### config.mk
export PLATFORM = sky130hd
export DESIGN_NAME = tlzw_fifo
export DESIGN_NICKNAME = d
export VERILOG_FILES = /design/src/rtl/core/tlzw_fifo.sv
export SDC_FILE = /design/constraint.sdc
export NUM_CORES = 1
export LEC_CHECK = 0
export ABC_AREA = 1
export ABC_CLOCK_PERIOD_IN_PS = 3810
export BUFFER_PORTS_ARGS = -buffer_cell sky130_fd_sc_hd__buf_2
export CORE_UTILIZATION = 53
export CTS_CLUSTER_DIAMETER = 120
export CTS_CLUSTER_SIZE = 12
export DETAILED_ROUTE_END_ITERATION = 10
export GPL_TIMING_DRIVEN = 1
export PLACE_DENSITY = 0.77
export SETUP_SLACK_MARGIN = 0.15
export SYNTH_ARGS = -nofsm -noshare
export SYNTH_HDL_FRONTEND = slang
export SYNTH_SLANG_ARGS = --single-unit
export TNS_END_PERCENT = 5
### constraint.sdc
create_clock -name clk -period 3.81 [get_ports clk]
set_input_delay 0.762 -clock clk [delete_from_list [all_inputs] [get_ports clk]]
set_output_delay 0.762 -clock clk [all_outputs]
set_load 0.005 [all_outputs]
### src/rtl/core/tlzw_fifo.sv
// Small synchronous queue used on both sides of the decoder core.
module tlzw_fifo #(
  parameter int W     = 8,
  parameter int DEPTH = 2
) (
  input  logic         clk,
  input  logic         rst_n,
  input  logic         wr_en,
  input  logic [W-1:0] wr_data,
  output logic         full,
  input  logic         rd_en,
  output logic [W-1:0] rd_data,
  output logic         empty
);

  localparam int PTR_W = (DEPTH > 1) ? $clog2(DEPTH) : 1;

  logic [W-1:0]     slot_r [DEPTH];
  logic [PTR_W-1:0] wp_r, wp_nxt;
  logic [PTR_W-1:0] rp_r, rp_nxt;
  logic [PTR_W:0]   cnt_r, cnt_nxt;
  logic             do_wr, do_rd;

  assign full    = (cnt_r == (PTR_W+1)'(DEPTH));
  assign empty   = (cnt_r == '0);
  assign rd_data = slot_r[rp_r];
  assign do_wr   = wr_en && !full;
  assign do_rd   = rd_en && !empty;

  // Pointer and fill count update with wrap at the depth.
  always_comb begin
    wp_nxt  = wp_r;
    rp_nxt  = rp_r;
    cnt_nxt = cnt_r;
    if (do_wr) begin
      wp_nxt = (wp_r == PTR_W'(DEPTH - 1)) ? '0 : wp_r + PTR_W'(1);
    end
    if (do_rd) begin
      rp_nxt = (rp_r == PTR_W'(DEPTH - 1)) ? '0 : rp_r + PTR_W'(1);
    end
    if (do_wr && !do_rd) begin
      cnt_nxt = cnt_r + (PTR_W+1)'(1);
    end else if (do_rd && !do_wr) begin
      cnt_nxt = cnt_r - (PTR_W+1)'(1);
    end
  end

  always_ff @(posedge clk) begin
    if (!rst_n) begin
      wp_r  <= '0;
      rp_r  <= '0;
      cnt_r <= '0;
    end else begin
      wp_r  <= wp_nxt;
      rp_r  <= rp_nxt;
      cnt_r <= cnt_nxt;
    end
  end

  // Payload storage needs no reset.
  always_ff @(posedge clk) begin
    if (do_wr) begin
      slot_r[wp_r] <= wr_data;
    end
  end

endmodule

== Word level (Yosys, flattened, before mapping) ==
Memory sizes are Yosys's and may differ from the RTL's. A register that Yosys moved wholly into a read port is not among the register bits.
Cells that the tools add are included.
W data, S select, Z words.
Word-level totals
  input port bits: 12
  memories: 1
  output and inout bits: 10
  word-level logic and storage cells: 27
  flip-flop bits (word level): 4
  memory bits (writable): 16
Memories
  slot_r: words 2, bits a word 8, rd ports 1, clocked after Yosys merged registers in 1, write ports 1, line 18  | logic [W-1:0] slot_r [DEPTH];
Cells by class
  reductions and logical operators: 10
  add/subtract/negate cells: 4
  mux-type cells: 8
  equal/unequal tests: 1
Operators by type and width (number)
  $mux W1: 6
  $logic_and A1 B1 Y1: 4
  $logic_not A1 Y1: 4
  $mux W2: 2
  $add A1 B1 Y1 const B: 2
  $add A2 B1 Y2 const B: 1
  $eq A2 B2 Y1 const B: 1
  $logic_not A2 Y1: 1
  $reduce_bool A2 Y1: 1
  $sub A2 B1 Y2 const B: 1

== Depth between registers and ports, before layout ==
Gate-level depths: netlist of run 1.
  depth in word-level cells: 7
  mapped depth: 10
  depth with buffers taken out: 10

== Worst setup path after synthesis of run 1 ==
Ideal clock, no wire load.
  kind: input to register
  start point: input port rd_en
  end point: register cnt_r[1]
  path buffers: 0
  cell stages on the path: 9
  data required time: 3.746 ns
  data arrival time: 1.550 ns
  path slack: 2.196 ns
  setup time: 0.064 ns
  path through: inv_1 nor2_2 inv_1 ha_1 inv_1 nand3_1 nand2_1 inv_1 nor2_1
Between the ends
  word-level cells in the longest chain between the ends: 4
  elaborated cells between the ends (all ways): 6
  classes of those cells: mux: 1; reduce/logical: 5
Ends and longest elaborated chain
  start: declaration: line 11  | input logic rd_en,
  $logic_and A1 B1 Y1 (*): line 28  | assign do_rd = rd_en && !empty;
  $logic_not A1 Y1: line 41  | if (do_wr && !do_rd) begin
  $logic_and A1 B1 Y1: line 41
  $mux W2 or $reduce_bool A2 Y1 (tied branches)
  end signal: assignment: line 56  | cnt_r <= cnt_nxt;
  end: declaration: line 21  | logic [PTR_W:0] cnt_r, cnt_nxt;
Mark *: on every way between the ends. The rest lies on a longest branch, timed or not.
A chain may end at the register's enable or synchronous reset.

==> metrics.yaml, run 1 <==
grt_usage_pct: 19.37
netlist.area_leader.share_pct: 58.36
cts_tree: "built"
worstHoldPathType: "register to register"
crit_required_ps: 3050
root_buffer: "clkbuf_4"
clk_pin_slew_ps: 120
synth-main-ff-cell: "edfxtp_1"
power.switching_uw: 187.7
synth_edf_count: 16
cp_top_family: "flip-flops"
yosysWarnings: 0
dpl.cell_count: 98
worst_pin_slew_ps: 683.7
dieArea_mm2: 0.001715
first_pass_iters: 4
yosys.area.top_type: "edfxtp_1"
vdd_ir_drop_max_mv: 0.3642
finalSetupTns_ps: 0
path_buf_inv: 1
crit_chain: "mux2_2, buf_2"
cts_resized: 0
crit_fanout: 8
syn_area_um2: 823.3
wl_um: 1415
maxCapViolCount: 0
worstSetupPathType: "register to primary output"
setup_violations: 0
r2r_start: "cnt_r[0]"
grt_pass1_vias: 524
seq_area_frac_synth_pct: 70.52
synthArstFlopShare_pct: 0
syn_to_final_growth_pct: 17.78
initial_utilization_pct: 60.26
status: "completed"
p_leak_uw: 0.0004105
cp.arrival_ps: 1390
antennaDiodeCount: 0
grt_max_degree: 13
via_per_inst: 5.225
reg2reg_to: "slot_r[0][2]"
row_count: 13
max_freq_mhz: 465.7
final_max_slew_viol_count: 0
gp_congestion: 0.6799
wl_per_cell_um: 13.87
ctsHtreeMaxLevel: 1
ctsHoldBuffers: 0
cts.sinks: 21
io_buffers: 21
synth.top_cells.by_area: "edfxtp_1 (58%), dfxtp_1 (12%), mux2_2 (11%)"
syn_avg_cell_area_um2: 13.07
fillCellCount: 107
finalNonFillerCells: 102
die_w_um: 41.41
multi_input_area_um2: 203.9
synth_cell_types: 15
finalCritPeriodShare_pct: 56.36
crit_cells: 2
register_area_um2: 580.6
clock_latency_ps: 310
maxSlewHeadroom_pct: 54.25
cts_setup_buffers: 0
ant_nets: 0
reg2reg_slack_ps: 2350
slowest_delay_ps: 560
cp-endpoint: "rd_data[1]"
powerDensity_mw_per_mm2: 619.2
grt_pass1_wl_um: 2332
synth_cells: 63
p_seq_share_pct: 53.5
power.total_uw: 600.4
drt_iter0_markers: 17
layout_min_cycle_time_ps: 2147
finalHoldViolations: 0
finClkSkew_ps: 6.459
vias: 533
drive_gt1_share_pct: 41.38
rsz0062_at_grt: "false"
intPower_uw: 412.7
final_nets: 101
detailed_place_hpwl_um: 1038
cp-end-kind: "primary output"
pwr-share-clk_pct: 17.8
die_h_um: 41.41
ys_seq_elements: 21
synth_common_cells: "edfxtp_1 (16), nor2_1 (10), inv_1 (8), mux2_2 (8), nand2_1 (6)"
slowest_stage: "dfxtp_1"
syn_nets: 76
io_pins: 22
clock_path_buffers: 2
drc: 0
antenna_found_initial: 0
core_mm2: 0.001366
sw_frac_of_total_pct: 31.27
grt_overflow: 0
combPwrFrac_pct: 28.7
cts_buffers: 3
synth.most_common_cell: "edfxtp_1"
rr_worst_depth: 2
critPathLaunchType: "register"
routing by layer:
layer	GRT usage, %	up-vias	share of wire (%)
met5	0	-	0
li1	-	263	-
met2	32.81	17	53
met1	21.24	249	40
met3	5.652	4	4.7
met4	11.61	0	2.1
worst min-delay path: stages, from the launching register on:
cell     delay, ps
dfxtp_1        350
nor2_1         110
nor2_1          50
power groups by stage:
stage / Sequential [uW] / Combinational (uW) / Clock [uW]
floorplan: 312 / 124 / 0
detailed placement: 327 / 173 / 0
finish: 321 / 172 / 107
global route: 327 / 199 / 119
global placement: 324 / 166 / 0
CTS: 322 / 175 / 111
flip-flops by register name (all words and copies together), names as in the netlist, named ones only:
signal,count
cnt_r,2
rp_r,1
slot_r,16
wp_r,1
worst min-delay path by stage:
| stage | start | to | slack, ps | depth (start not counted) |
|---|---|---|---|---|
| final | wp_r | wp_r | 530 | 2 |
| after detailed placement | wp_r | wp_r | 510 | 2 |
| after CTS | wp_r | wp_r | 530 | 2 |
| after global routing | wp_r | wp_r | 560 | 2 |
| after global placement | wp_r | wp_r | 490 | 2 |
| after floorplan | rp_r | register | 470 | 2 |
metrics by stage:
step | util, % | hold slack (ps) | setup slack (ps) | cell area (um^2)
floorplan | - | 466.9 | 2196 | 823.3
global placement | 68.96 | 490.6 | 1982 | 942.2
detailed placement | 68.96 | 510.5 | 1974 | 942.2
CTS | 70.97 | 529.8 | 1645 | 969.7
global route | 70.97 | 559.0 | 1572 | 969.7
finish | 70.97 | 532.9 | 1663 | 969.7
cell families after synthesis:
| group | after synthesis | share of synthesized area [%] |
|---|---|---|
| compound gates | 4 | 2.887 |
| fa+ha+maj | 1 | 1.520 |
| buf+inv | 10 | 4.710 |
| flops | 21 | 70.52 |
| mux | 8 | 10.94 |
| simple gates | 19 | 9.423 |
cell usage in the layout (no fill, tap or decap), types with 2 or more instances in the layout:
cell / count
clkbuf_4: 3
o21ai_0: 2
inv_1: 8
buf_2: 21
edfxtp_1: 16
mux2_2: 8
dfxtp_1: 5
nand2_1: 6
nor2_1: 10
cell type report:
type | count | share of cell area [%]
Multi-Input combinational cell | 32 | 21.03
Tap cell | 15 | 1.935
Clock buffer | 3 | 2.323
Clock inverter | 1 | 0.5161
Sequential cell | 21 | 59.87
Inverter | 9 | 3.484
Timing Repair Buffer | 21 | 10.84
No activity file was read; power rests on OpenSTA's default activity.
==> run 2: changes to the inputs <==
--- a/config.mk
+++ b/config.mk
@@ -6,14 +6,14 @@
 export NUM_CORES = 1
 export LEC_CHECK = 0
 export ABC_AREA = 1
-export ABC_CLOCK_PERIOD_IN_PS = 3810
+export ABC_CLOCK_PERIOD_IN_PS = 1950
 export BUFFER_PORTS_ARGS = -buffer_cell sky130_fd_sc_hd__buf_2
-export CORE_UTILIZATION = 53
+export CORE_UTILIZATION = 44
 export CTS_CLUSTER_DIAMETER = 120
 export CTS_CLUSTER_SIZE = 12
 export DETAILED_ROUTE_END_ITERATION = 10
 export GPL_TIMING_DRIVEN = 1
-export PLACE_DENSITY = 0.77
+export PLACE_DENSITY = 0.68
 export SETUP_SLACK_MARGIN = 0.15
 export SYNTH_ARGS = -nofsm -noshare
 export SYNTH_HDL_FRONTEND = slang
==> constraint.sdc (replaced) <==
create_clock -name clk -period 1.95 [get_ports clk]
set_input_delay 0.39 -clock clk [delete_from_list [all_inputs] [get_ports clk]]
set_output_delay 0.39 -clock clk [all_outputs]
set_load 0.005 [all_outputs]
==> run 2 against run 1 <==
  * Core utilization decreased by 14 points
  * Power increased by 93%
  * Sequential share of layout area decreased by 1.6 points
  * Final cell count increased by 12%
  * Global-route usage decreased by 6.5 points
  * Critical path type unchanged
  * Worst setup slack got worse by 1300 ps
  * First-iteration DRC count decreased by 59%
  * Clock power increased by 85%
  * Clock skew decreased by 2.9 ps
  * Largest power group unchanged
  * Flip-flop and latch count unchanged
==> metrics.yaml, run 2 (synthesis results as in run 1) <==
root_buffer: "clkbuf_4"
dieArea_mm2: 0.002048  # +19%
wl_per_cell_um: 10.02  # -28%
grt_overflow: 0  # unchanged
mostFrequentLayoutCell: "buf_2"
core_mm2: 0.001745  # +28%
grt_pass1_wl_um: 1745  # -25%
reg_top3: "slot_r x16, cnt_r x2"
maxCapViolCount: 0  # unchanged
cts.sinks: 21  # unchanged
cp.arrival_ps: 1230  # -160 ps
whs_ps: 277.3  # -255.6 ps
finalSetupTns_ps: 0  # unchanged
cts_tree: "built"
clock_path_buffers: 2  # unchanged
worstSetupPathType: "register to primary output"
drc: 0  # unchanged
crit_chain: "mux2_2, buf_2"
critPathLaunchType: "register"
clock_latency_ps: 290  # -20 ps
largest_reg_flops: 16  # unchanged
detailed_place_hpwl_um: 839.9  # -19%
ctsHoldBuffers: 0  # unchanged
worstHoldPathType: "primary input to register"
r2r_start: "cnt_r[1]"
gp_congestion: 0.6503  # -4.4%
max_freq_mhz: 619.1
register_area_um2: 581.8  # +0.22%
p_leak_uw: 0.0004212  # +2.6%
vias: 522  # -2.1%
crit_fanout: 8  # unchanged
final_nets: 103  # +2.0%
vdd_ir_drop_max_mv: 0.5807  # +59%
min-delay-start: "wr_data[7]"
first_pass_iters: 4  # unchanged
rsz0062_at_grt: "false"
crit_required_ps: 1560  # -1490 ps
slowest_delay_ps: 450  # -110 ps
io_pins: 22  # unchanged
die_w_um: 45.26  # +9.3%
clk_pin_slew_ps: 110  # about the same
slowest_stage: "dfxtp_2"
finalHoldViolations: 0  # unchanged
largest-register: "slot_r"
io_buffers: 21  # unchanged
syn_to_final_growth_pct: 21.28
maxSlewHeadroom_pct: 87.01  # +33 points
fillCellCount: 149  # +39%
die_h_um: 45.26  # +9.3%
cp-end-kind: "primary output"
grt_pass1_vias: 438  # -16%
final_cell_mix: "buf_2 (21), edfxtp_1 (16), nor2_1 (10), mux2_2 (8), inv_1 (8)"
layout_min_cycle_time_ps: 1615
drive_gt1_share_pct: 43.82  # +2.4 points
initial_utilization_pct: 47.17  # -13 points
grt_usage_pct: 12.90  # -6.5 points
status: "completed"
cts_buffers: 3  # unchanged
finClkSkew_ps: 3.587  # -2.872 ps
antenna_found_initial: 0  # unchanged
finalNonFillerCells: 114  # +12%
finalCritPeriodShare_pct: 82.84
grt_max_degree: 13  # unchanged
via_per_inst: 4.579  # -12%
dpl.cell_count: 110  # +12%
multi_input_area_um2: 203.9  # unchanged
ant_nets: 0  # unchanged
setup_violations: 0  # unchanged
row_count: 15  # +2
powerDensity_mw_per_mm2: 1163  # +88%
final_max_slew_viol_count: 0  # unchanged
wl_um: 1142  # -19%
drt_iter0_markers: 7  # -10
ctsHtreeMaxLevel: 1  # unchanged
worst_pin_slew_ps: 194.5  # -489.1 ps
antennaDiodeCount: 0  # unchanged
[run 2: cell count changes in the layout (fill, tap and decap cells not counted), sizes merged]
cell  change
buf       +2
[run 2: cell type report]
cell class	instances	area share [%]
Multi-Input combinational cell	32	20.43
Timing Repair Buffer	23	12.03
Clock inverter	1	0.5013
Clock buffer	3	2.256
Tap cell	25	3.133
Sequential cell	21	58.27
Inverter	9	3.383
[run 2: path summary, 6_finish.rpt]
| kind | to | slack, ps | depth (start not counted) |
|---|---|---|---|
| hold / removal | slot_r[1][7] | 280 | 1 |
| setup reg to reg | cnt_r[1] | 540 | 9 |
| hold reg to reg | wp_r | 520 | 2 |
| setup / recovery | rd_data[4] | 330 | 2 |
[run 2: repair_timing]
action                     CTS  global route
gates resized for setup      0             1
setup endpoints to repair    0             8
buffers inserted             0             0
[run 2: power by group]
group / leakage, uW / switching, uW / internal [uW]
Sequential: 0.000191 / 54.1 / 572
Combinational: 0.000212 / 170 / 167
Clock: 0.0000177 / 121 / 76.3
Total: 0.000421 / 346 / 815
[run 2: critical path, delay by kind of cell, from the launching register on]
family	cells	cell delay [ps]
DFF	1	450
muxes	1	360
buffers and inverters	1	120
[run 2: stage by stage]
stage          power (uW)  setup WS [ps]  area [um^2]  util (%)
2_1_floorplan       851.0          656.3        823.3         -
3_3_place_gp        968.4          527.9        969.7     55.56
3_5_place_dp        978.1          514.7        969.7     55.56
4_1_cts              1179          168.6        997.2     57.13
5_1_grt              1258          241.5        998.5     57.20
6_report             1161          334.6        998.5     57.20
[run 2: per-layer routing]
layer / global-route usage, % / part of all wire (%) / vias up
met5: 0 / 0 / -
met4: 9.091 / 0.96 / 0
met3: 4.800 / 4.0 / 2
met2: 18.55 / 48 / 14
met1: 15.93 / 47 / 241
li1: - / - / 265
