`config.mk`:
```
export PLATFORM = sky130hd
export DESIGN_NAME = tlzw_front
export DESIGN_NICKNAME = d
export VERILOG_FILES = /design/src/rtl/core/tlzw_pkg.sv /design/src/rtl/core/tlzw_fifo.sv /design/src/rtl/core/tlzw_front.sv
export SDC_FILE = /design/constraint.sdc
export NUM_CORES = 1
export LEC_CHECK = 0
export ABC_AREA = 1
export BUFFER_PORTS_ARGS = -buffer_cell sky130_fd_sc_hd__buf_2
export CORE_AREA = 2 2 61 63
export DETAILED_ROUTE_END_ITERATION = 10
export DIE_AREA = 0 0 63 65
export HOLD_SLACK_MARGIN = 0.02
export MAX_ROUTING_LAYER = met4
export SYNTH_ARGS = -nofsm -noshare
export SYNTH_HDL_FRONTEND = slang
export SYNTH_HIERARCHICAL = 1
export SYNTH_SLANG_ARGS = --single-unit
```
`constraint.sdc`:
```
create_clock -name clk -period 1.4 [get_ports clk]
set_input_delay 0.35 -clock clk [delete_from_list [all_inputs] [get_ports clk]]
set_output_delay 0.35 -clock clk [all_outputs]
set_load 0.01 [all_outputs]
```
`src/rtl/core/tlzw_pkg.sv`:
```
// Package with the shared types, constants and codes of the TIFF LZW strip decoder.
package tlzw_pkg;

  // Field widths fixed by the item format.
  localparam int CFG_W    = 24;
  localparam int BYTE_W   = 8;
  localparam int CMD_W    = 2;
  localparam int STATUS_W = 3;

  // Bit unpacker sizes.
  localparam int BUF_W      = 20;
  localparam int HELD_W     = 5;
  localparam int CW_W       = 4;
  localparam int HELD_LIMIT = 12;

  // Default configuration of the string table and code widths.
  localparam int TABLE_DEPTH   = 4096;
  localparam int MIN_CODE_BITS = 9;
  localparam int MAX_CODE_BITS = 12;

  // Queue depths on both sides of the decoder core.
  localparam int OP_QUEUE_DEPTH  = 2;
  localparam int RES_QUEUE_DEPTH = 2;

  // Reserved LZW codes.
  localparam int ROOT_COUNT = 256;
  localparam int CLEAR_CODE = 256;
  localparam int EOI_CODE   = 257;
  localparam int FIRST_FREE = 258;

  // Command codes of an input request.
  typedef enum logic [CMD_W-1:0] {
    CMD_START = 2'd0,
    CMD_PUSH  = 2'd1,
    CMD_PULL  = 2'd2,
    CMD_NOP   = 2'd3
  } cmd_t;

  // Status codes of a result request.
  typedef enum logic [STATUS_W-1:0] {
    ST_BYTE = 3'd0,
    ST_NEED = 3'd1,
    ST_DONE = 3'd2,
    ST_ERR  = 3'd3,
    ST_ACC  = 3'd4
  } status_t;

  // Strip decoding phase.
  typedef enum logic [1:0] {
    PH_IDLE = 2'd0,
    PH_RUN  = 2'd1,
    PH_DONE = 2'd2,
    PH_ERR  = 2'd3
  } phase_t;

  // Decoder core sequencer states.
  typedef enum logic [2:0] {
    B_IDLE,
    B_CODE,
    B_WALK,
    B_LINK,
    B_POP,
    B_OUT
  } bstate_t;

  // Input request as it arrives on the ports.
  typedef struct packed {
    logic [CMD_W-1:0]  cmd;
    logic [BYTE_W-1:0] in_byte;
  } in_item_t;

  // Result request as it leaves on the ports.
  typedef struct packed {
    logic [BYTE_W-1:0]   out_byte;
    logic [STATUS_W-1:0] status;
  } out_item_t;

  // Classified request handed from the front to the decoder core.
  typedef struct packed {
    cmd_t              kind;
    logic [BYTE_W-1:0] data;
  } op_t;

endpackage

```
`src/rtl/core/tlzw_fifo.sv`:
```
// Small synchronous queue used on both sides of the decoder core.
module tlzw_fifo #(
  parameter int W     = 8,
  parameter int DEPTH = 2
) (
  input  logic         clk,
  input  logic         rst_n,
  input  logic         wr_en,
  input  logic [W-1:0] wr_data,
  output logic         full,
  input  logic         rd_en,
  output logic [W-1:0] rd_data,
  output logic         empty
);

  localparam int PTR_W = (DEPTH > 1) ? $clog2(DEPTH) : 1;

  logic [W-1:0]     slot_r [DEPTH];
  logic [PTR_W-1:0] wp_r, wp_nxt;
  logic [PTR_W-1:0] rp_r, rp_nxt;
  logic [PTR_W:0]   cnt_r, cnt_nxt;
  logic             do_wr, do_rd;

  assign full    = (cnt_r == (PTR_W+1)'(DEPTH));
  assign empty   = (cnt_r == '0);
  assign rd_data = slot_r[rp_r];
  assign do_wr   = wr_en && !full;
  assign do_rd   = rd_en && !empty;

  // Pointer and fill count update with wrap at the depth.
  always_comb begin
    wp_nxt  = wp_r;
    rp_nxt  = rp_r;
    cnt_nxt = cnt_r;
    if (do_wr) begin
      wp_nxt = (wp_r == PTR_W'(DEPTH - 1)) ? '0 : wp_r + PTR_W'(1);
    end
    if (do_rd) begin
      rp_nxt = (rp_r == PTR_W'(DEPTH - 1)) ? '0 : rp_r + PTR_W'(1);
    end
    if (do_wr && !do_rd) begin
      cnt_nxt = cnt_r + (PTR_W+1)'(1);
    end else if (do_rd && !do_wr) begin
      cnt_nxt = cnt_r - (PTR_W+1)'(1);
    end
  end

  always_ff @(posedge clk) begin
    if (!rst_n) begin
      wp_r  <= '0;
      rp_r  <= '0;
      cnt_r <= '0;
    end else begin
      wp_r  <= wp_nxt;
      rp_r  <= rp_nxt;
      cnt_r <= cnt_nxt;
    end
  end

  // Payload storage needs no reset.
  always_ff @(posedge clk) begin
    if (do_wr) begin
      slot_r[wp_r] <= wr_data;
    end
  end

endmodule

```
`src/rtl/core/tlzw_front.sv`:
```
// Front part: accepts input requests, classifies the command and queues them for the core.
module tlzw_front #(
  parameter int DEPTH = tlzw_pkg::OP_QUEUE_DEPTH
) (
  input  logic               clk,
  input  logic               rst_n,
  input  logic               push,
  output logic               full,
  input  tlzw_pkg::in_item_t in_item,
  output logic               op_valid,
  input  logic               op_pop,
  output tlzw_pkg::op_t      op
);

  tlzw_pkg::op_t op_in;
  logic          op_empty;

  // Classify the raw command into the core's request kind.
  always_comb begin
    case (in_item.cmd)
      tlzw_pkg::CMD_START: op_in.kind = tlzw_pkg::CMD_START;
      tlzw_pkg::CMD_PUSH:  op_in.kind = tlzw_pkg::CMD_PUSH;
      tlzw_pkg::CMD_PULL:  op_in.kind = tlzw_pkg::CMD_PULL;
      default:             op_in.kind = tlzw_pkg::CMD_NOP;
    endcase
    op_in.data = in_item.in_byte;
  end

  tlzw_fifo #(
    .W     ($bits(tlzw_pkg::op_t)),
    .DEPTH (DEPTH)
  ) u_opq (
    .clk     (clk),
    .rst_n   (rst_n),
    .wr_en   (push),
    .wr_data (op_in),
    .full    (full),
    .rd_en   (op_pop),
    .rd_data (op),
    .empty   (op_empty)
  );

  assign op_valid = !op_empty;

endmodule

```
-- Yosys cells after proc, flatten, opt, wreduce, memory -nomap -nowiden
Memory sizes are Yosys's and may differ from the RTL's. A register that Yosys moved wholly into a read port is not among the register bits.
Index checks and enable logic that the tools add are counted.
- add/subtract/negate cells: 4
- eq/ne operators: 3
- mux-type cells: 9
- reduce and logical (&&, ||, !) cells: 11
- operator list (operator ; number):
    $mux W1 ; 6
    $pmux W2 S3 ; 1
    $eq A2 B2 Y1 const B ; 2
    $logic_and A1 B1 Y1 ; 4
    $logic_not A1 Y1 ; 4
    $logic_not A2 Y1 ; 2
    $mux W2 ; 2
    $add A1 B1 Y1 const B ; 2
    $add A2 B1 Y2 const B ; 1
    $eq A2 B1 Y1 const B ; 1
    $reduce_bool A2 Y1 ; 1
    $sub A2 B1 Y2 const B ; 1
- bits in registers: 4
- bits in writable memories: 20
- input bits: 14
- output and inout bits: 12
- logic and storage cells: 31
- memories kept: 1
- memory list (name ; depth ; width ; rd ports ; clocked after Yosys merged registers in ; wr ports ; RTL line ; source):
    u_opq.slot_r ; 2 ; 10 ; 1 ; 1 ; 1 ; tlzw_fifo.sv:18 ; logic [W-1:0] slot_r [DEPTH];

-- Longest topological paths before layout
Gate-level depths: netlist of the first run.
- depth in word-level cells: 7
- mapped depth: 10
- mapped depth without buffers: 10

-- Modules after synthesis
Netlist of the first run, hierarchy kept.
- modules (own cells, without submodules) (module ; instances ; cells each ; area each (sq um) ; sequential area each (sq um)):
    tlzw_fifo ; 1 ; 69 ; 973.4 ; 700.7
    tlzw_front ; 1 ; 3 ; 11.3 ; 0.0

-- Worst setup path before layout of the first run
No wires, ideal clock.
- kind: register to register
- start point: register u_opq.cnt_r[0]
- end point: memory u_opq/slot_r[1][0] (netlist bit) (enable)
- library setup time: 0.376 ns
- data arrival time: 1.017 ns
- data required time: 1.024 ns
- setup slack: 0.007 ns
- stages on the path, launching flop included: 3
- path buffers: 0
- clock period less this slack: 1.393 ns
- path through: dfxtp_1 -> o21ai_2 -> nor2_1
- longest elaborated chain between the ends: 5
- RTL lines (element ; RTL line ; source):
    start, declared ; tlzw_fifo.sv:21 ; logic [PTR_W:0] cnt_r, cnt_nxt;
    start signal, assigned ; tlzw_fifo.sv:56 ; cnt_r <= cnt_nxt;
    $eq A2 B2 Y1 ; tlzw_fifo.sv:24 ; assign full = (cnt_r == (PTR_W+1)'(DEPTH));
    $logic_not A1 Y1 ; tlzw_fifo.sv:27 ; assign do_wr = wr_en && !full;
    $logic_and A1 B1 Y1 ; tlzw_fifo.sv:27 ;
    $mux W1 ; tlzw_fifo.sv:62 ; if (do_wr) begin
    $mux W1 (not written as such) ; tlzw_fifo.sv:63 ; slot_r[wp_r] <= wr_data;
    end, declared ; tlzw_fifo.sv:18 ;
Every way passes these cells.

==> results of run 1 <==
==> logic make-up after synthesis <==
logic type / count (synthesis) / synth area share [%]
muxes: 10 / 11.4
adders and majority gates: 1 / 1.27
and+or+nand+nor: 19 / 8.64
AOI/OAI and AO/OA: 4 / 2.41
buffers and inverters: 13 / 5.08
DFF: 25 / 71.2
==> repair_timing <==
item	CTS	global route
gates cloned	0	1
gates resized for setup	12	21
pin swaps	0	4
setup endpoints to repair	12	14
setup buffers	0	2
==> how the worst min path moves through the flow <==
stage / from / endpoint / slack [ns] / cells after the start
floorplan: in_item[0] / u_opq/slot_r[0][0]$_DFFE_PP_ / 0.45 / 0
global route: in_item[0] / u_opq/slot_r[1][0]$_DFFE_PP_ / 0.21 / 1
CTS: in_item[2] / u_opq/slot_r[1][2]$_DFFE_PP_ / 0.22 / 1
finish: in_item[5] / u_opq/slot_r[0][5]$_DFFE_PP_ / 0.23 / 1
global placement: u_opq/rp_r$_SDFFE_PN0P_ / u_opq/rp_r$_SDFFE_PN0P_ / 0.48 / 2
detailed placement: u_opq/rp_r$_SDFFE_PN0P_ / flop / 0.49 / 2
==> registers in the layout (all words and copies together) (netlist names), named ones only <==
register,cells
u_opq/cnt_r,2
u_opq/rp_r,1
u_opq/slot_r,20
u_opq/wp_r,1
==> power by group through the flow <==
stage / clock network [mW] / logic (mW) / registers (mW)
5_1_grt: 0.345 / 1.13 / 1.06
2_1_floorplan: 0 / 0.437 / 1.02
4_1_cts: 0.312 / 0.804 / 1.01
3_3_place_gp: 0 / 0.684 / 1.01
6_report: 0.298 / 1.05 / 1.04
3_5_place_dp: 0 / 0.700 / 1.02
==> cell usage in the layout (no fill, tap or decap), types with 2 or more instances in the layout <==
| cell type | instances |
|---|---|
| nor2_1 | 8 |
| clkbuf_4 | 3 |
| inv_1 | 6 |
| o21ai_1 | 2 |
| buf_2 | 15 |
| dfxtp_4 | 2 |
| buf_6 | 11 |
| mux2_4 | 10 |
| nand2_1 | 6 |
| dfxtp_1 | 2 |
| inv_2 | 3 |
| nor2_4 | 2 |
| buf_4 | 4 |
| edfxtp_1 | 20 |
==> per-stage QoR <==
step,TNS [ns],area (µm²)
2_1_floorplan,0,985
5_1_grt,-2.55,1410
4_1_cts,-2.11,1290
3_5_place_dp,0,1200
6_report,-1.99,1410
3_3_place_gp,0,1200
==> layout make-up <==
cell class              count  area [µm²]
well taps                  48        60.1
multi-input cells          34         303
clock buffers               4        26.3
fillers                   345        2080
inverters                  10        40.0
repair buffers             32         274
flip-flops and latches     25         709
==> worst max-delay path, delay by kind of cell (launching register included) <==
kind,cells,cell delay [ns]
multiplexers,1,0.30
buffers and inverters,2,0.27
flip-flops,1,0.40
==> metal layers <==
metal	part of all wire, %	vias up	track usage (%)
li1	-	309	-
met1	40	297	8.70
met2	52	20	16.8
met3	6.9	2	2.95
met4	0.47	0	4.17
met5	0	-	-
==> results.json, run 1 <==
{
  "status": "finished, violations left",
  "violations": "setup timing",
  "comb_power_share_pct": 44.0,
  "r2r_start": "u_opq/cnt_r[0]$_SDFFE_PN0P_",
  "globalRouteTotalUtil_pct": 9.13,
  "rsz0062_at_grt": "yes",
  "switching_share_pct": 30.8,
  "cts_tree": "done",
  "dieWidth_um": 63,
  "fin_skew_ns": 0.00139,
  "cap_violations": 0,
  "r2r-end": "u_opq/cnt_r[1]$_SDFFE_PN0P_",
  "avgSynthCellArea_um2": 13.7,
  "clock.fmax_ghz": 0.620,
  "endpoint": "op[2]",
  "power.internal_mw": 1.65,
  "layout_min_cycle_time_ns": 1.61,
  "post-synth-top-count-cell": "edfxtp_1",
  "clk_latency_ns": 0.30,
  "yosysWarnings": 6,
  "postCtsHoldBufs": 0,
  "ir_drop_uv": 574,
  "ys.flop_type": "edfxtp_1",
  "cp_slowest_cell": "dfxtp_4",
  "clkTransAtPathRegs_ns": 0.12,
  "whs_ns": 0.232,
  "routed_via_density": 4.10,
  "vias": 628,
  "ant_nets": 0,
  "h-tree-depth": 1,
  "hold_viol": 0,
  "diodes": 0,
  "overflow": 0,
  "fin_cells": 153,
  "crit_path_end_kind": "output pin",
  "layout.nets": 121,
  "synth_edf_count": 20,
  "rrSetupSlack_ns": 0.05,
  "synth.area.top_cells": "edfxtp_1, mux2_2, dfxtp_1",
  "cts_buffers": 3,
  "worstSetupPathType": "flop to output pin",
  "dr.pass1.iters": 4,
  "synthArstFlopShare_pct": 0,
  "io_pins": 26,
  "areaGrowthSynthToFinish_pct": 43.5,
  "routed_wl_um": 1720,
  "grt_pass1_vias": 646,
  "placedCellCount": 146,
  "cts_sinks": 25,
  "critical-path-max-stage-delay_ns": 0.40,
  "start_util_pct": 28.2,
  "period_share_pct": 115,
  "setup_viol": 10,
  "tightest_slew_ns": 0.154,
  "antenna_found_initial": 0,
  "preCtsSetupSlack_ns": 0.00102,
  "clockBufferDepth": 2,
  "synth_cell_type_count": 17,
  "crit_fanout": 5,
  "hold_class": "input pin to flop",
  "synth_common_cells": "edfxtp_1, mux2_2, nor2_1, inv_1, nand2_1",
  "netlist_area_um2": 985,
  "grt_max_degree": 14,
  "max_slew_margin_pct": 89.7,
  "drive_above_1_share_pct": 55.2,
  "p_leak_nw": 0.580,
  "utilization_pct": 40.4,
  "fp.coreArea_mm2": 0.00350,
  "drt_iter0_markers": 12,
  "finalMaxSlewViolations": 0,
  "portBuffers": 25,
  "ys_ff_latch": 25,
  "power_mw": 2.39,
  "crit_chain": "clkbuf_16 -> mux2_4 -> buf_6",
  "yosys.area.top_type": "edfxtp_1",
  "dp_hpwl_um": 1110,
  "clock-root-buffer": "clkbuf_4",
  "synthCells": 72,
  "wl_per_cell_um": 11.2,
  "p_sw_mw": 0.736,
  "yosysSeqAreaShare_pct": 71.2,
  "dieArea_mm2": 0.00410,
  "reg2reg_depth": 9,
  "p_clk_share_pct": 12.5,
  "die_h_um": 65,
  "gp_congestion": 0.731,
  "synth_nets": 87,
  "grt_pass1_wl_um": 2700,
  "power.density_mw_per_mm2": 1690,
  "sequentialPowerShare_pct": 43.5,
  "rows": 22,
  "drc_errors": 0,
  "crit_path_start_kind": "flop",
  "critPathArrivalTime_ns": 1.26,
  "cp.required_ns": 1.05,
  "synth.top_cell.area_share_pct": 61.0,
  "finalWorstSetupSlack_ns": -0.212
}
No activity file was read; power rests on OpenSTA's default activity.
==> run 2, diff against run 1 <==
--- a/config.mk
+++ b/config.mk
@@ -11,7 +11,6 @@
 export DETAILED_ROUTE_END_ITERATION = 10
 export DIE_AREA = 0 0 63 65
 export HOLD_SLACK_MARGIN = 0.02
-export MAX_ROUTING_LAYER = met4
 export SYNTH_ARGS = -nofsm -noshare
 export SYNTH_HDL_FRONTEND = slang
 export SYNTH_HIERARCHICAL = 1
==> run 2 against run 1 <==
The run still ends with setup timing left. Sequential cell count stayed put. First-iteration DRC count is 8.3% higher. Clock-buffer cell count stayed put. Fmax hardly changed. Global-route usage is 0.25 points lower. Die area stayed put. Core utilization stayed put.
==> results.json, run 2 (synthesis gave the netlist of run 1 again) <==
{
  "ir_drop_uv": 574,
  "whs_path_depth": 1,
  "dr.pass1.iters": 4,
  "hold_viol": 0,
  "drive_above_1_share_pct": 55.2,
  "dieWidth_um": 63,
  "setup_viol": 10,
  "critical-path-max-stage-delay_ns": 0.40,
  "vias": 629,
  "rows": 22,
  "drc_errors": 0,
  "cts_buffers": 3,
  "crit_path_end_kind": "output pin",
  "largest-register": "u_opq/slot_r",
  "critPathArrivalTime_ns": 1.26,
  "cap_violations": 0,
  "diodes": 0,
  "h-tree-depth": 1,
  "critPathTopFamily": "flip-flops",
  "worstSetupPathType": "flop to output pin",
  "violations": "setup timing",
  "power_mw": 2.39,
  "layout_common_cells": "edfxtp_1, buf_2, buf_6, mux2_4, nor2_1",
  "reg_top3": "u_opq/slot_r x20, u_opq/cnt_r x2",
  "r2r-end": "u_opq/cnt_r[1]$_SDFFE_PN0P_",
  "reg2reg_depth": 9,
  "status": "finished, violations left",
  "clock-root-buffer": "clkbuf_4",
  "clk_latency_ns": 0.30,
  "hold_class": "input pin to flop",
  "tightest_slew_ns": 0.154,
  "grt_max_degree": 14,
  "start_util_pct": 28.2,
  "io_pins": 26,
  "crit_fanout": 5,
  "cts_sinks": 25,
  "postCtsHoldBufs": 0,
  "fp.coreArea_mm2": 0.00350,
  "preCtsSetupSlack_ns": 0.00102,
  "antenna_found_initial": 0,
  "die_h_um": 65,
  "cp_slowest_cell": "dfxtp_4",
  "finalWorstSetupSlack_ns": -0.212,
  "postPlaceCellArea_mm2": 0.00120,
  "grt_pass1_wl_um": 2690,
  "nFillCells": 345,
  "clkTransAtPathRegs_ns": 0.12,
  "gp_congestion": 0.722,
  "layout_min_cycle_time_ns": 1.61,
  "rrSetupSlack_ns": 0.06,
  "routed_via_density": 4.11,
  "overflow": 0,
  "max_slew_margin_pct": 89.7,
  "grt_pass1_vias": 647,
  "period_share_pct": 115,
  "portBuffers": 25,
  "path_buf_inv": 2,
  "crit_chain": "clkbuf_16 -> mux2_4 -> buf_6",
  "hp-start": "in_item[5]",
  "areaGrowthSynthToFinish_pct": 43.5,
  "finalMaxSlewViolations": 0,
  "dp_hpwl_um": 1110,
  "r2r_start": "u_opq/cnt_r[0]$_SDFFE_PN0P_",
  "fin_skew_ns": 0.00115,
  "globalRouteTotalUtil_pct": 8.88,
  "dieArea_mm2": 0.00410,
  "routed_wl_um": 1720,
  "design_area_mm2": 0.00141,
  "p_leak_nw": 0.580,
  "cts_tree": "done",
  "layout_commonest_cell": "edfxtp_1",
  "crit_path_start_kind": "flop",
  "drt_iter0_markers": 13,
  "clock.fmax_ghz": 0.620,
  "wl_per_cell_um": 11.2,
  "power.density_mw_per_mm2": 1690,
  "cp.required_ns": 1.05,
  "ant_nets": 0,
  "largest_reg_flops": 20,
  "clockBufferDepth": 2,
  "min_to": "u_opq/slot_r[0][5]$_DFFE_PP_",
  "layout.nets": 121,
  "rsz0062_at_grt": "yes"
}
## run 2: worst max-delay path by stage
stage | start | end | slack [ns] | cells past startpoint
after floorplan | u_opq/cnt_r[0]$_SDFFE_PN0P_ | u_opq/slot_r[1][0]$_DFFE_PP_ | 0.007 | 2
after global placement | u_opq/cnt_r[1]$_SDFFE_PN0P_ | u_opq/cnt_r[1]$_SDFFE_PN0P_ | 0.09 | 9
after detailed placement | u_opq/cnt_r[1]$_SDFFE_PN0P_ | u_opq/cnt_r[1]$_SDFFE_PN0P_ | 0.001 | 9
after CTS | flop | op[3] | -0.21 | 3
after global routing | flop | op[0] | -0.27 | 3
final | flop | op[2] | -0.21 | 3
## run 2: final cells by class
type / count / area [µm²] / share of cell area [%]
Tap cell: 48 / 60.1 / 4.25
Inverter: 10 / 40.0 / 2.83
Multi-Input combinational cell: 34 / 303 / 21.4
Timing Repair Buffer: 32 / 274 / 19.4
Sequential cell: 25 / 709 / 50.2
Clock buffer: 4 / 26.3 / 1.86
## run 2: layer usage
metal,GRT usage (%),up-vias,part of all wire [%]
met5,0,-,0
met2,16.8,20,52
met3,2.95,2,7.0
met1,8.70,298,40
li1,-,309,-
met4,4.17,0,0.58
## run 2: worst reg2reg max path, delay by kind of cell (launching register included)
family | cells | cell delay, ns
compound gates | 1 | 0.15
simple gates | 3 | 0.16
buf+inv | 4 | 0.30
flops | 1 | 0.38
fa+ha+maj | 1 | 0.27
## run 2: per-stage QoR
step	TNS [ns]	hold slack [ns]	util (%)	std cells
3_3_place_gp	0	0.481	34.3	146
5_1_grt	-2.55	0.206	40.4	153
2_1_floorplan	0	0.449	-	72
4_1_cts	-2.11	0.217	36.8	150
3_5_place_dp	0	0.491	34.3	146
6_report	-1.99	0.232	40.4	153
## run 2: where the power goes
part / internal, mW / switching, mW / total, mW
Sequential: 0.961 / 0.0787 / 1.04
Clock: 0.111 / 0.187 / 0.298
Combinational: 0.581 / 0.471 / 1.05
Total: 1.65 / 0.736 / 2.39
## run 2: timing repair
item	4_1_cts	5_1_grt
cloned	0	1
setup endpoints to repair	12	14
pin swaps	0	4
setup buffers	0	2
resized for setup	12	21
